===== src/rtl/bpa_pkg.sv =====
// ----------------------------------------------------------------------------
// Buddy page allocator package
// Shared widths, codes, state and command types for the allocator modules.
// ----------------------------------------------------------------------------
package bpa_pkg;

    // Default sizes of the allocator.
    localparam int MAX_ORDER_DEF      = 11;
    localparam int POOL_PAGES_MAX_DEF = 4096;

    // Fixed field widths.
    localparam int ORDER_W  = 4;
    localparam int INDEX_W  = 12;
    localparam int COUNT_W  = 13;
    localparam int BASE_W   = 36;
    localparam int STATUS_W = 2;

    // Reset value of the pool size register.
    localparam logic [COUNT_W-1:0] POOL_PAGES_RESET = 13'd4096;

    // Request codes.
    localparam logic CMD_ALLOC = 1'b0;
    localparam logic CMD_FREE  = 1'b1;

    // Configuration register indexes.
    localparam logic CFG_POOL_BASE  = 1'b0;
    localparam logic CFG_POOL_PAGES = 1'b1;

    // Result status codes.
    typedef enum logic [STATUS_W-1:0] {
        ST_OK        = 2'd0,
        ST_ORDER_BIG = 2'd1,
        ST_NO_FREE   = 2'd2
    } t_status;

    // Controller states.
    typedef enum logic [4:0] {
        S_CLEAR,
        S_IDLE,
        S_DISPATCH,
        S_A_SRCH,
        S_A_TAKE,
        S_A_RM_RD,
        S_A_RM_WR,
        S_A_SCHK,
        S_A_SDEC,
        S_A_PUSH1,
        S_A_PUSH2,
        S_A_FIN,
        S_F_RD,
        S_F_CHK,
        S_M_CHK,
        S_M_BRD,
        S_M_BTST,
        S_M_RM_WR,
        S_M_UPD1,
        S_M_UPD2,
        S_M_PUSH1,
        S_M_PUSH2,
        S_OUT_OK,
        S_OUT_BIG,
        S_OUT_NONE
    } t_state;

    // Datapath operations, one per cycle.
    typedef enum logic [4:0] {
        OP_NONE,
        OP_CLR,
        OP_LOAD,
        OP_SRCH,
        OP_TAKE,
        OP_RD_IDX,
        OP_RD_BUD,
        OP_RM_WR,
        OP_BUD,
        OP_BUD_DN,
        OP_KDEC,
        OP_PUSH1,
        OP_PUSH2,
        OP_PUSH2_ADV,
        OP_FIN,
        OP_FRD,
        OP_FCLR,
        OP_BRD,
        OP_KINC_O1,
        OP_O2,
        OP_OUT
    } t_dp_op;

    // Command from the controller to the datapath.
    typedef struct packed {
        t_dp_op  op;
        t_status status;
    } t_dp_cmd;

    // Status from the datapath to the controller.
    typedef struct packed {
        logic is_free;
        logic order_big;
        logic k_at_max;
        logic list_ok;
        logic k_gt_order;
        logic bud_ok;
        logic pidx_ok;
        logic rd_alloc;
        logic rd_order_eq;
        logic k_lt_top;
        logic clr_done;
        logic out_full;
    } t_dp_stat;

endpackage


===== src/rtl/bpa_ctrl.sv =====
// ----------------------------------------------------------------------------
// Buddy allocator controller
// Sequences the clearing pass, order search, splitting and merging by
// issuing one datapath operation per cycle.
// ----------------------------------------------------------------------------
module bpa_ctrl (
    input  logic              i_clk,
    input  logic              i_rst_n,
    input  logic              i_in_valid,
    output logic              o_in_stall,
    input  bpa_pkg::t_dp_stat i_sts,
    output bpa_pkg::t_dp_cmd  o_ctl
);

    import bpa_pkg::*;

    t_state r_state;
    t_state n_state;

    // State register.
    always_ff @(posedge i_clk) begin
        if (!i_rst_n) begin
            r_state <= S_CLEAR;
        end else begin
            r_state <= n_state;
        end
    end

    // Next state.
    always_comb begin
        n_state = r_state;
        case (r_state)
            S_CLEAR: begin
                if (i_sts.clr_done) n_state = S_IDLE;
            end
            S_IDLE: begin
                if (i_in_valid) n_state = S_DISPATCH;
            end
            S_DISPATCH: begin
                if (i_sts.is_free) n_state = S_F_RD;
                else if (i_sts.order_big) n_state = S_OUT_BIG;
                else n_state = S_A_SRCH;
            end
            S_A_SRCH: begin
                if (i_sts.k_at_max) n_state = S_OUT_NONE;
                else if (i_sts.list_ok) n_state = S_A_TAKE;
            end
            S_A_TAKE:  n_state = S_A_RM_RD;
            S_A_RM_RD: n_state = S_A_RM_WR;
            S_A_RM_WR: n_state = S_A_SCHK;
            S_A_SCHK: begin
                if (i_sts.k_gt_order) n_state = S_A_SDEC;
                else n_state = S_A_FIN;
            end
            S_A_SDEC: begin
                if (i_sts.bud_ok) n_state = S_A_PUSH1;
                else n_state = S_A_FIN;
            end
            S_A_PUSH1: n_state = S_A_PUSH2;
            S_A_PUSH2: n_state = S_A_SCHK;
            S_A_FIN: begin
                if (!i_sts.out_full) n_state = S_IDLE;
            end
            S_F_RD: begin
                if (i_sts.pidx_ok) n_state = S_F_CHK;
                else n_state = S_OUT_OK;
            end
            S_F_CHK: begin
                if (i_sts.rd_alloc) n_state = S_M_CHK;
                else n_state = S_OUT_OK;
            end
            S_M_CHK: begin
                if (i_sts.k_lt_top) n_state = S_M_BRD;
                else n_state = S_M_PUSH1;
            end
            S_M_BRD: begin
                if (i_sts.bud_ok) n_state = S_M_BTST;
                else n_state = S_M_PUSH1;
            end
            S_M_BTST: begin
                if (i_sts.rd_alloc || !i_sts.rd_order_eq) n_state = S_M_PUSH1;
                else n_state = S_M_RM_WR;
            end
            S_M_RM_WR: n_state = S_M_UPD1;
            S_M_UPD1:  n_state = S_M_UPD2;
            S_M_UPD2:  n_state = S_M_CHK;
            S_M_PUSH1: n_state = S_M_PUSH2;
            S_M_PUSH2: n_state = S_OUT_OK;
            S_OUT_OK, S_OUT_BIG, S_OUT_NONE: begin
                if (!i_sts.out_full) n_state = S_IDLE;
            end
            default: n_state = S_IDLE;
        endcase
    end

    // Datapath operation and input stall.
    always_comb begin
        o_ctl.op     = OP_NONE;
        o_ctl.status = ST_OK;
        o_in_stall   = 1'b1;
        case (r_state)
            S_CLEAR: o_ctl.op = OP_CLR;
            S_IDLE: begin
                o_in_stall = 1'b0;
                if (i_in_valid) o_ctl.op = OP_LOAD;
            end
            S_A_SRCH: begin
                if (!i_sts.k_at_max && !i_sts.list_ok) o_ctl.op = OP_SRCH;
            end
            S_A_TAKE:  o_ctl.op = OP_TAKE;
            S_A_RM_RD: o_ctl.op = OP_RD_IDX;
            S_A_RM_WR: o_ctl.op = OP_RM_WR;
            S_A_SCHK: begin
                if (i_sts.k_gt_order) o_ctl.op = OP_BUD_DN;
            end
            S_A_SDEC: begin
                if (i_sts.bud_ok) o_ctl.op = OP_KDEC;
            end
            S_A_PUSH1: o_ctl.op = OP_PUSH1;
            S_A_PUSH2: o_ctl.op = OP_PUSH2_ADV;
            S_A_FIN: begin
                if (!i_sts.out_full) o_ctl.op = OP_FIN;
            end
            S_F_RD: begin
                if (i_sts.pidx_ok) o_ctl.op = OP_FRD;
            end
            S_F_CHK: begin
                if (i_sts.rd_alloc) o_ctl.op = OP_FCLR;
            end
            S_M_CHK: begin
                if (i_sts.k_lt_top) o_ctl.op = OP_BUD;
            end
            S_M_BRD: begin
                if (i_sts.bud_ok) o_ctl.op = OP_BRD;
            end
            S_M_BTST: begin
                if (!i_sts.rd_alloc && i_sts.rd_order_eq) o_ctl.op = OP_RD_BUD;
            end
            S_M_RM_WR: o_ctl.op = OP_RM_WR;
            S_M_UPD1:  o_ctl.op = OP_KINC_O1;
            S_M_UPD2:  o_ctl.op = OP_O2;
            S_M_PUSH1: o_ctl.op = OP_PUSH1;
            S_M_PUSH2: o_ctl.op = OP_PUSH2;
            S_OUT_OK: begin
                if (!i_sts.out_full) o_ctl.op = OP_OUT;
            end
            S_OUT_BIG: begin
                o_ctl.status = ST_ORDER_BIG;
                if (!i_sts.out_full) o_ctl.op = OP_OUT;
            end
            S_OUT_NONE: begin
                o_ctl.status = ST_NO_FREE;
                if (!i_sts.out_full) o_ctl.op = OP_OUT;
            end
            default: begin
            end
        endcase
    end

endmodule


===== config.mk =====
export PLATFORM = sky130hd
export DESIGN_NAME = bpa_ctrl
export DESIGN_NICKNAME = d
export VERILOG_FILES = /design/src/rtl/bpa_pkg.sv /design/src/rtl/bpa_ctrl.sv
export SDC_FILE = /design/constraint.sdc
export NUM_CORES = 1
export LEC_CHECK = 0
export BUFFER_PORTS_ARGS = -buffer_cell sky130_fd_sc_hd__buf_2
export CAP_MARGIN = 20
export CORE_ASPECT_RATIO = 1.2
export CORE_MARGIN = 1
export CORE_UTILIZATION = 30
export DETAILED_ROUTE_END_ITERATION = 10
export GPL_ROUTABILITY_DRIVEN = 0
export PLACE_DENSITY = 0.48
export SYNTH_ARGS = -nofsm -noshare
export SYNTH_HDL_FRONTEND = slang
export SYNTH_SLANG_ARGS = --single-unit

===== constraint.sdc =====
create_clock -name i_clk -period 4.61 [get_ports i_clk]
set_clock_uncertainty 0.1 [all_clocks]
set_input_delay 0.922 -clock i_clk [delete_from_list [all_inputs] [get_ports i_clk]]
set_output_delay 0.922 -clock i_clk [all_outputs]
set_load 0.02 [all_outputs]

==> flow_summary.json, run 1 <==
{
  "status": "finished clean",
  "synth_nets": 170,
  "hold-worst-slack_ns": 0.697,
  "max_cap_viol_count": 0,
  "die_h_um": 67.4,
  "layout-drive-gt1-share": 0.235,
  "cts_hold_buffers": 0,
  "clk_pin_slew_ns": 0.03,
  "postCtsSetupBuffers": 0,
  "synth_cell_type_count": 49,
  "cts_root_buf": "clkbuf_8",
  "vias": 1265,
  "synthDominantCellAreaShare": 0.0937,
  "final.setup.tns_ns": 0,
  "drc": 0,
  "antennaDiodeCount": 0,
  "dieArea_um2": 3810,
  "multi_input_area_um2": 836,
  "grt_usage": 0.190,
  "top_regs": "r_state: 5 flops",
  "regToRegSetupSlack_ns": 2.17,
  "place_hpwl_um": 2460,
  "ios": 23,
  "slew_headroom": 0.549,
  "wl_per_cell_um": 16.6,
  "antenna_found_initial": 0,
  "p_per_area_nw_per_um2": 602,
  "io_buffers": 22,
  "fillers": 368,
  "hold_viol": 0,
  "first_global_vias": 1248,
  "drtIter0Drc": 44,
  "worst_pin_slew_ns": 0.676,
  "yosysTopAreaCell": "dfxtp_1",
  "cp.arrival_ns": 2.18,
  "register_area_um2": 100,
  "grt_pass1_wl_um": 5880,
  "critPathLaunchType": "register",
  "routed_wl_um": 3440,
  "max_freq_ghz": 0.312,
  "fin_crit_sh": 0.695,
  "cts_tree": "yes",
  "rr_worst_depth": 6,
  "synth-edff-count": 0,
  "nets": 186,
  "layout.cells.most_common": "buf_2",
  "syn_to_final_growth_pct": 10.7,
  "largest_register_ffs": 5,
  "synth.area.top_cells": "dfxtp_1, a21oi_1, nand2b_1",
  "avgSynthCellArea_um2": 6.89,
  "max_flop_register": "r_state",
  "rr_startpoint": "r_state[2]",
  "layout_common_cells": "buf_2, a21oi_1, nor2_1",
  "synthCells": 155,
  "cts_buffers": 3,
  "synthesis.area_um2": 1070,
  "rr_endpoint": "r_state[1]",
  "cts_max_level": 1,
  "yosysSeqAreaShare": 0.0937,
  "cp_max_fo": 14,
  "critical_path_class": "register to output pin",
  "grt_max_degree": 36,
  "insertion_delay_ns": 0.21,
  "ir_drop_mv": 0.374,
  "hold_class": "register to register",
  "start_util": 0.317,
  "clock_path_buffers": 2,
  "crit_path_end": "o_ctl[2]",
  "crit_required_ns": 3.59,
  "cts_sinks": 5,
  "cts.repair.resized": 0,
  "critPathLaunch": "r_state[1]",
  "firstDrtPassIters": 4,
  "grt.overflow.total": 0,
  "slew_violations": 0,
  "power.leakage_nw": 0.424,
  "via_per_inst": 6.11,
  "num_rows": 23,
  "cp-end-kind": "output pin",
  "die_w_um": 56.5,
  "synth-main-ff-cell": "dfxtp_1",
  "setup_viol": 0,
  "ant_nets": 0,
  "synth-seq-cells": 5,
  "period_minus_slack_ns": 3.20,
  "rsz0062_at_grt": "no",
  "core_um2": 3370,
  "yosys_warnings": 0,
  "async_flop_share": 0
}
layer usage:
layer  track usage  vias to the layer above  wire (um)
li1              -                      618          -
met1         0.247                      599       1490
met2         0.331                       42       1740
met3        0.0153                        6        147
met4        0.0671                        0         65
met5             0                        -          0
synthesized netlist by cell type, types with 2 or more instances:
cell type / number
a21oi_1: 14
nor2_1: 13
nand2_1: 10
nand2b_1: 9
o21ai_0: 9
o21ai_1: 9
nor2b_1: 8
buf_2: 7
a31oi_1: 5
dfxtp_1: 5
a32oi_1: 4
buf_4: 4
buf_6: 4
nand3_1: 4
a211oi_1: 3
mux2i_1: 3
nand4_1: 3
nor3_1: 3
nor4_1: 3
o211ai_1: 3
o22ai_1: 2
o32ai_1: 2
or3_1: 2
power by group:
group / leakage [nW] / total, mW / switching [mW] / internal [mW]
clock: 0.0228 / 0.0775 / 0.0184 / 0.0591
combinational: 0.360 / 0.537 / 0.330 / 0.207
sequential: 0.0410 / 0.0974 / 0.0388 / 0.0587
cells by family (layout without fill, tap and decap cells):
logic type | count (synthesis) | after routing | share of synthesized area
compound gates | 63 | 63 | 0.389
buf+inv | 18 | 33 | 0.124
flops | 5 | 5 | 0.0937
mux | 3 | 3 | 0.0281
simple gates | 66 | 66 | 0.365
critical path, stage by stage, from the launching register on:
cell and delay [ns]:
dfxtp_1 0.60, nor2b_1 0.57, a21oi_1 0.12, a211oi_1 0.29, a31oi_1 0.08, o21ai_1 0.13
buf_2 0.17
per-stage QoR:
step,instances,utilization,total power [mW],setup slack (ns),instance area [um^2]
after floorplan,155,-,0.533,1.88,1070
after global placement,203,0.338,0.627,1.60,1140
after detailed placement,203,0.338,0.625,1.61,1140
after CTS,207,0.351,0.706,1.45,1180
after global routing,207,0.351,0.777,1.26,1180
final,207,0.351,0.712,1.41,1180
worst min path at each step:
| stage | startpoint | endpoint | slack (ns) | depth (start not counted) |
|---|---|---|---|---|
| after floorplan | r_state[2] | r_state[3] | 0.54 | 3 |
| after global placement | r_state[0] | r_state[0] | 0.68 | 3 |
| after detailed placement | r_state[0] | r_state[0] | 0.69 | 3 |
| after CTS | r_state[0] | r_state[0] | 0.70 | 3 |
| after global routing | r_state[0] | r_state[0] | 0.77 | 3 |
| final | r_state[0] | r_state[0] | 0.70 | 3 |
cell type report:
cell class	instances	area share
tap	37	0.0392
inverter	2	0.00635
sequential	5	0.0847
timing repair buffer	27	0.125
multi-input combinational	132	0.707
clock buffer	4	0.0381
No activity file was read; power rests on OpenSTA's default activity.
==> run 2, diff against run 1 <==
Clock period 4.61 ns to 3.35 ns, I/O delays scaled along.
==> flow_summary.json, run 2 (synthesis gave the netlist of run 1 again) <==
{
  "hold_viol": 0,
  "insertion_delay_ns": 0.22,
  "final.setup.tns_ns": 0,
  "layout_common_cells": "buf_2, a21oi_1, nor2_1",
  "cts_buffers": 3,
  "regToRegSetupSlack_ns": 0.95,
  "cp_num_cells": 6,
  "highest_layer": "met4",
  "power.leakage_nw": 0.430,
  "largest_register_ffs": 5,
  "critPathLaunchType": "register",
  "holdPathStages": 3,
  "grt_pass1_wl_um": 5630,
  "first_global_vias": 1230,
  "top_regs": "r_state: 5 flops",
  "firstDrtPassIters": 4,
  "crit_required_ns": 2.58,
  "ios": 23,
  "dieArea_um2": 3810,
  "critPathBufInv": 1,
  "place_hpwl_um": 2470,
  "multi_input_area_um2": 836,
  "crit_chain": "nor2b_1, a21oi_1, a211oi_1, a31oi_1, o21ai_1, buf_2",
  "max_flop_register": "r_state",
  "crit_slowest_cell": "nor2b_1",
  "layout-drive-gt1-share": 0.240,
  "rr_worst_depth": 6,
  "cts_tree": "yes",
  "rr_startpoint": "r_state[2]",
  "power_uw": 986,
  "num_rows": 23,
  "critPathTopFamily": "simple AND/OR/NAND/NOR gates",
  "period_minus_slack_ns": 2.84,
  "start_util": 0.317,
  "drtIter0Drc": 55,
  "drt-met1-wl_um": 1490,
  "ir_drop_mv": 0.455,
  "max_cap_viol_count": 0,
  "register_area_um2": 100,
  "cp_max_fo": 18,
  "min_to": "r_state[1]",
  "drc": 0,
  "hold_class": "register to register",
  "cts.repair.resized": 0,
  "postCtsSetupBuffers": 0,
  "layout.cells.most_common": "buf_2",
  "syn_to_final_growth_pct": 11.4,
  "wl_per_cell_um": 16.4,
  "via_per_inst": 6.15,
  "routed_wl_um": 3400,
  "grt_max_degree": 31,
  "core_um2": 3370,
  "nets": 187,
  "fillers": 350,
  "hp-start": "r_state[1]",
  "grt_usage": 0.183,
  "status": "finished clean",
  "cts_hold_buffers": 0,
  "p_per_area_nw_per_um2": 828,
  "setup_viol": 0,
  "die_h_um": 67.4,
  "die_w_um": 56.5,
  "clk_pin_slew_ns": 0.04,
  "worst_pin_slew_ns": 0.669,
  "antennaDiodeCount": 0,
  "vias": 1280,
  "grt.overflow.total": 0,
  "fin_crit_sh": 0.846,
  "clock_path_buffers": 2,
  "rsz0062_at_grt": "no",
  "slew_violations": 0,
  "slowest_delay_ns": 0.62,
  "critical_path_class": "register to output pin",
  "met2_length_um": 1680,
  "ant_nets": 0,
  "cp-end-kind": "output pin",
  "antenna_found_initial": 0,
  "cts_root_buf": "clkbuf_8",
  "cts_max_level": 1,
  "slew_headroom": 0.553,
  "cp.arrival_ns": 2.07,
  "max_freq_ghz": 0.353,
  "io_buffers": 22,
  "cts_sinks": 5,
  "route.met3.wl_um": 164,
  "rr_endpoint": "r_state[0]"
}
[run 2: worst min-delay path: cells and delay by family (launching register included)]
kind                   cells  cell delay (ns)
AOI/OAI and AO/OA          1             0.07
buffers and inverters      1             0.23
and+or+nand+nor            1             0.09
DFF                        1             0.30
[run 2: report_power, final]
| group | switching (mW) | internal (mW) | leakage, nW |
|---|---|---|---|
| Sequential | 0.0720 | 0.0807 | 0.0410 |
| Combinational | 0.433 | 0.289 | 0.366 |
| Clock | 0.0291 | 0.0817 | 0.0228 |
[run 2: cell type report]
| type | count | share of cell area |
|---|---|---|
| tap | 37 | 0.0389 |
| inverter | 2 | 0.00631 |
| multi-input combinational | 132 | 0.702 |
| sequential | 5 | 0.0841 |
| clock buffer | 4 | 0.0379 |
| timing repair buffer | 28 | 0.130 |
[run 2: through the flow]
| step | hold WS [ns] | cell area (um^2) | instances | util | setup WS [ns] |
|---|---|---|---|---|---|
| final | 0.642 | 1190 | 208 | 0.353 | 0.515 |
| after global routing | 0.667 | 1190 | 208 | 0.353 | 0.338 |
| after CTS | 0.635 | 1190 | 208 | 0.353 | 0.542 |
| after detailed placement | 0.632 | 1140 | 204 | 0.340 | 0.785 |
| after global placement | 0.643 | 1140 | 204 | 0.340 | 0.766 |
| after floorplan | 0.540 | 1070 | 155 | - | 1.12 |
[run 2: worst max path at each step]
stage | from | to | slack [ns]
2_1_floorplan | i_sts[5] | o_ctl[3] | 1.12
3_3_place_gp | r_state[2] | o_ctl[2] | 0.77
3_5_place_dp | r_state[2] | o_ctl[6] | 0.79
4_1_cts | r_state[2] | o_ctl[6] | 0.54
5_1_grt | r_state[3] | o_ctl[6] | 0.34
6_report | r_state[2] | o_ctl[2] | 0.51
[run 2: routing by layer]
layer	GRT usage	vias up
met5	0	-
met2	0.319	53
met1	0.226	602
met4	0.0884	0
met3	0.0192	6
li1	-	619
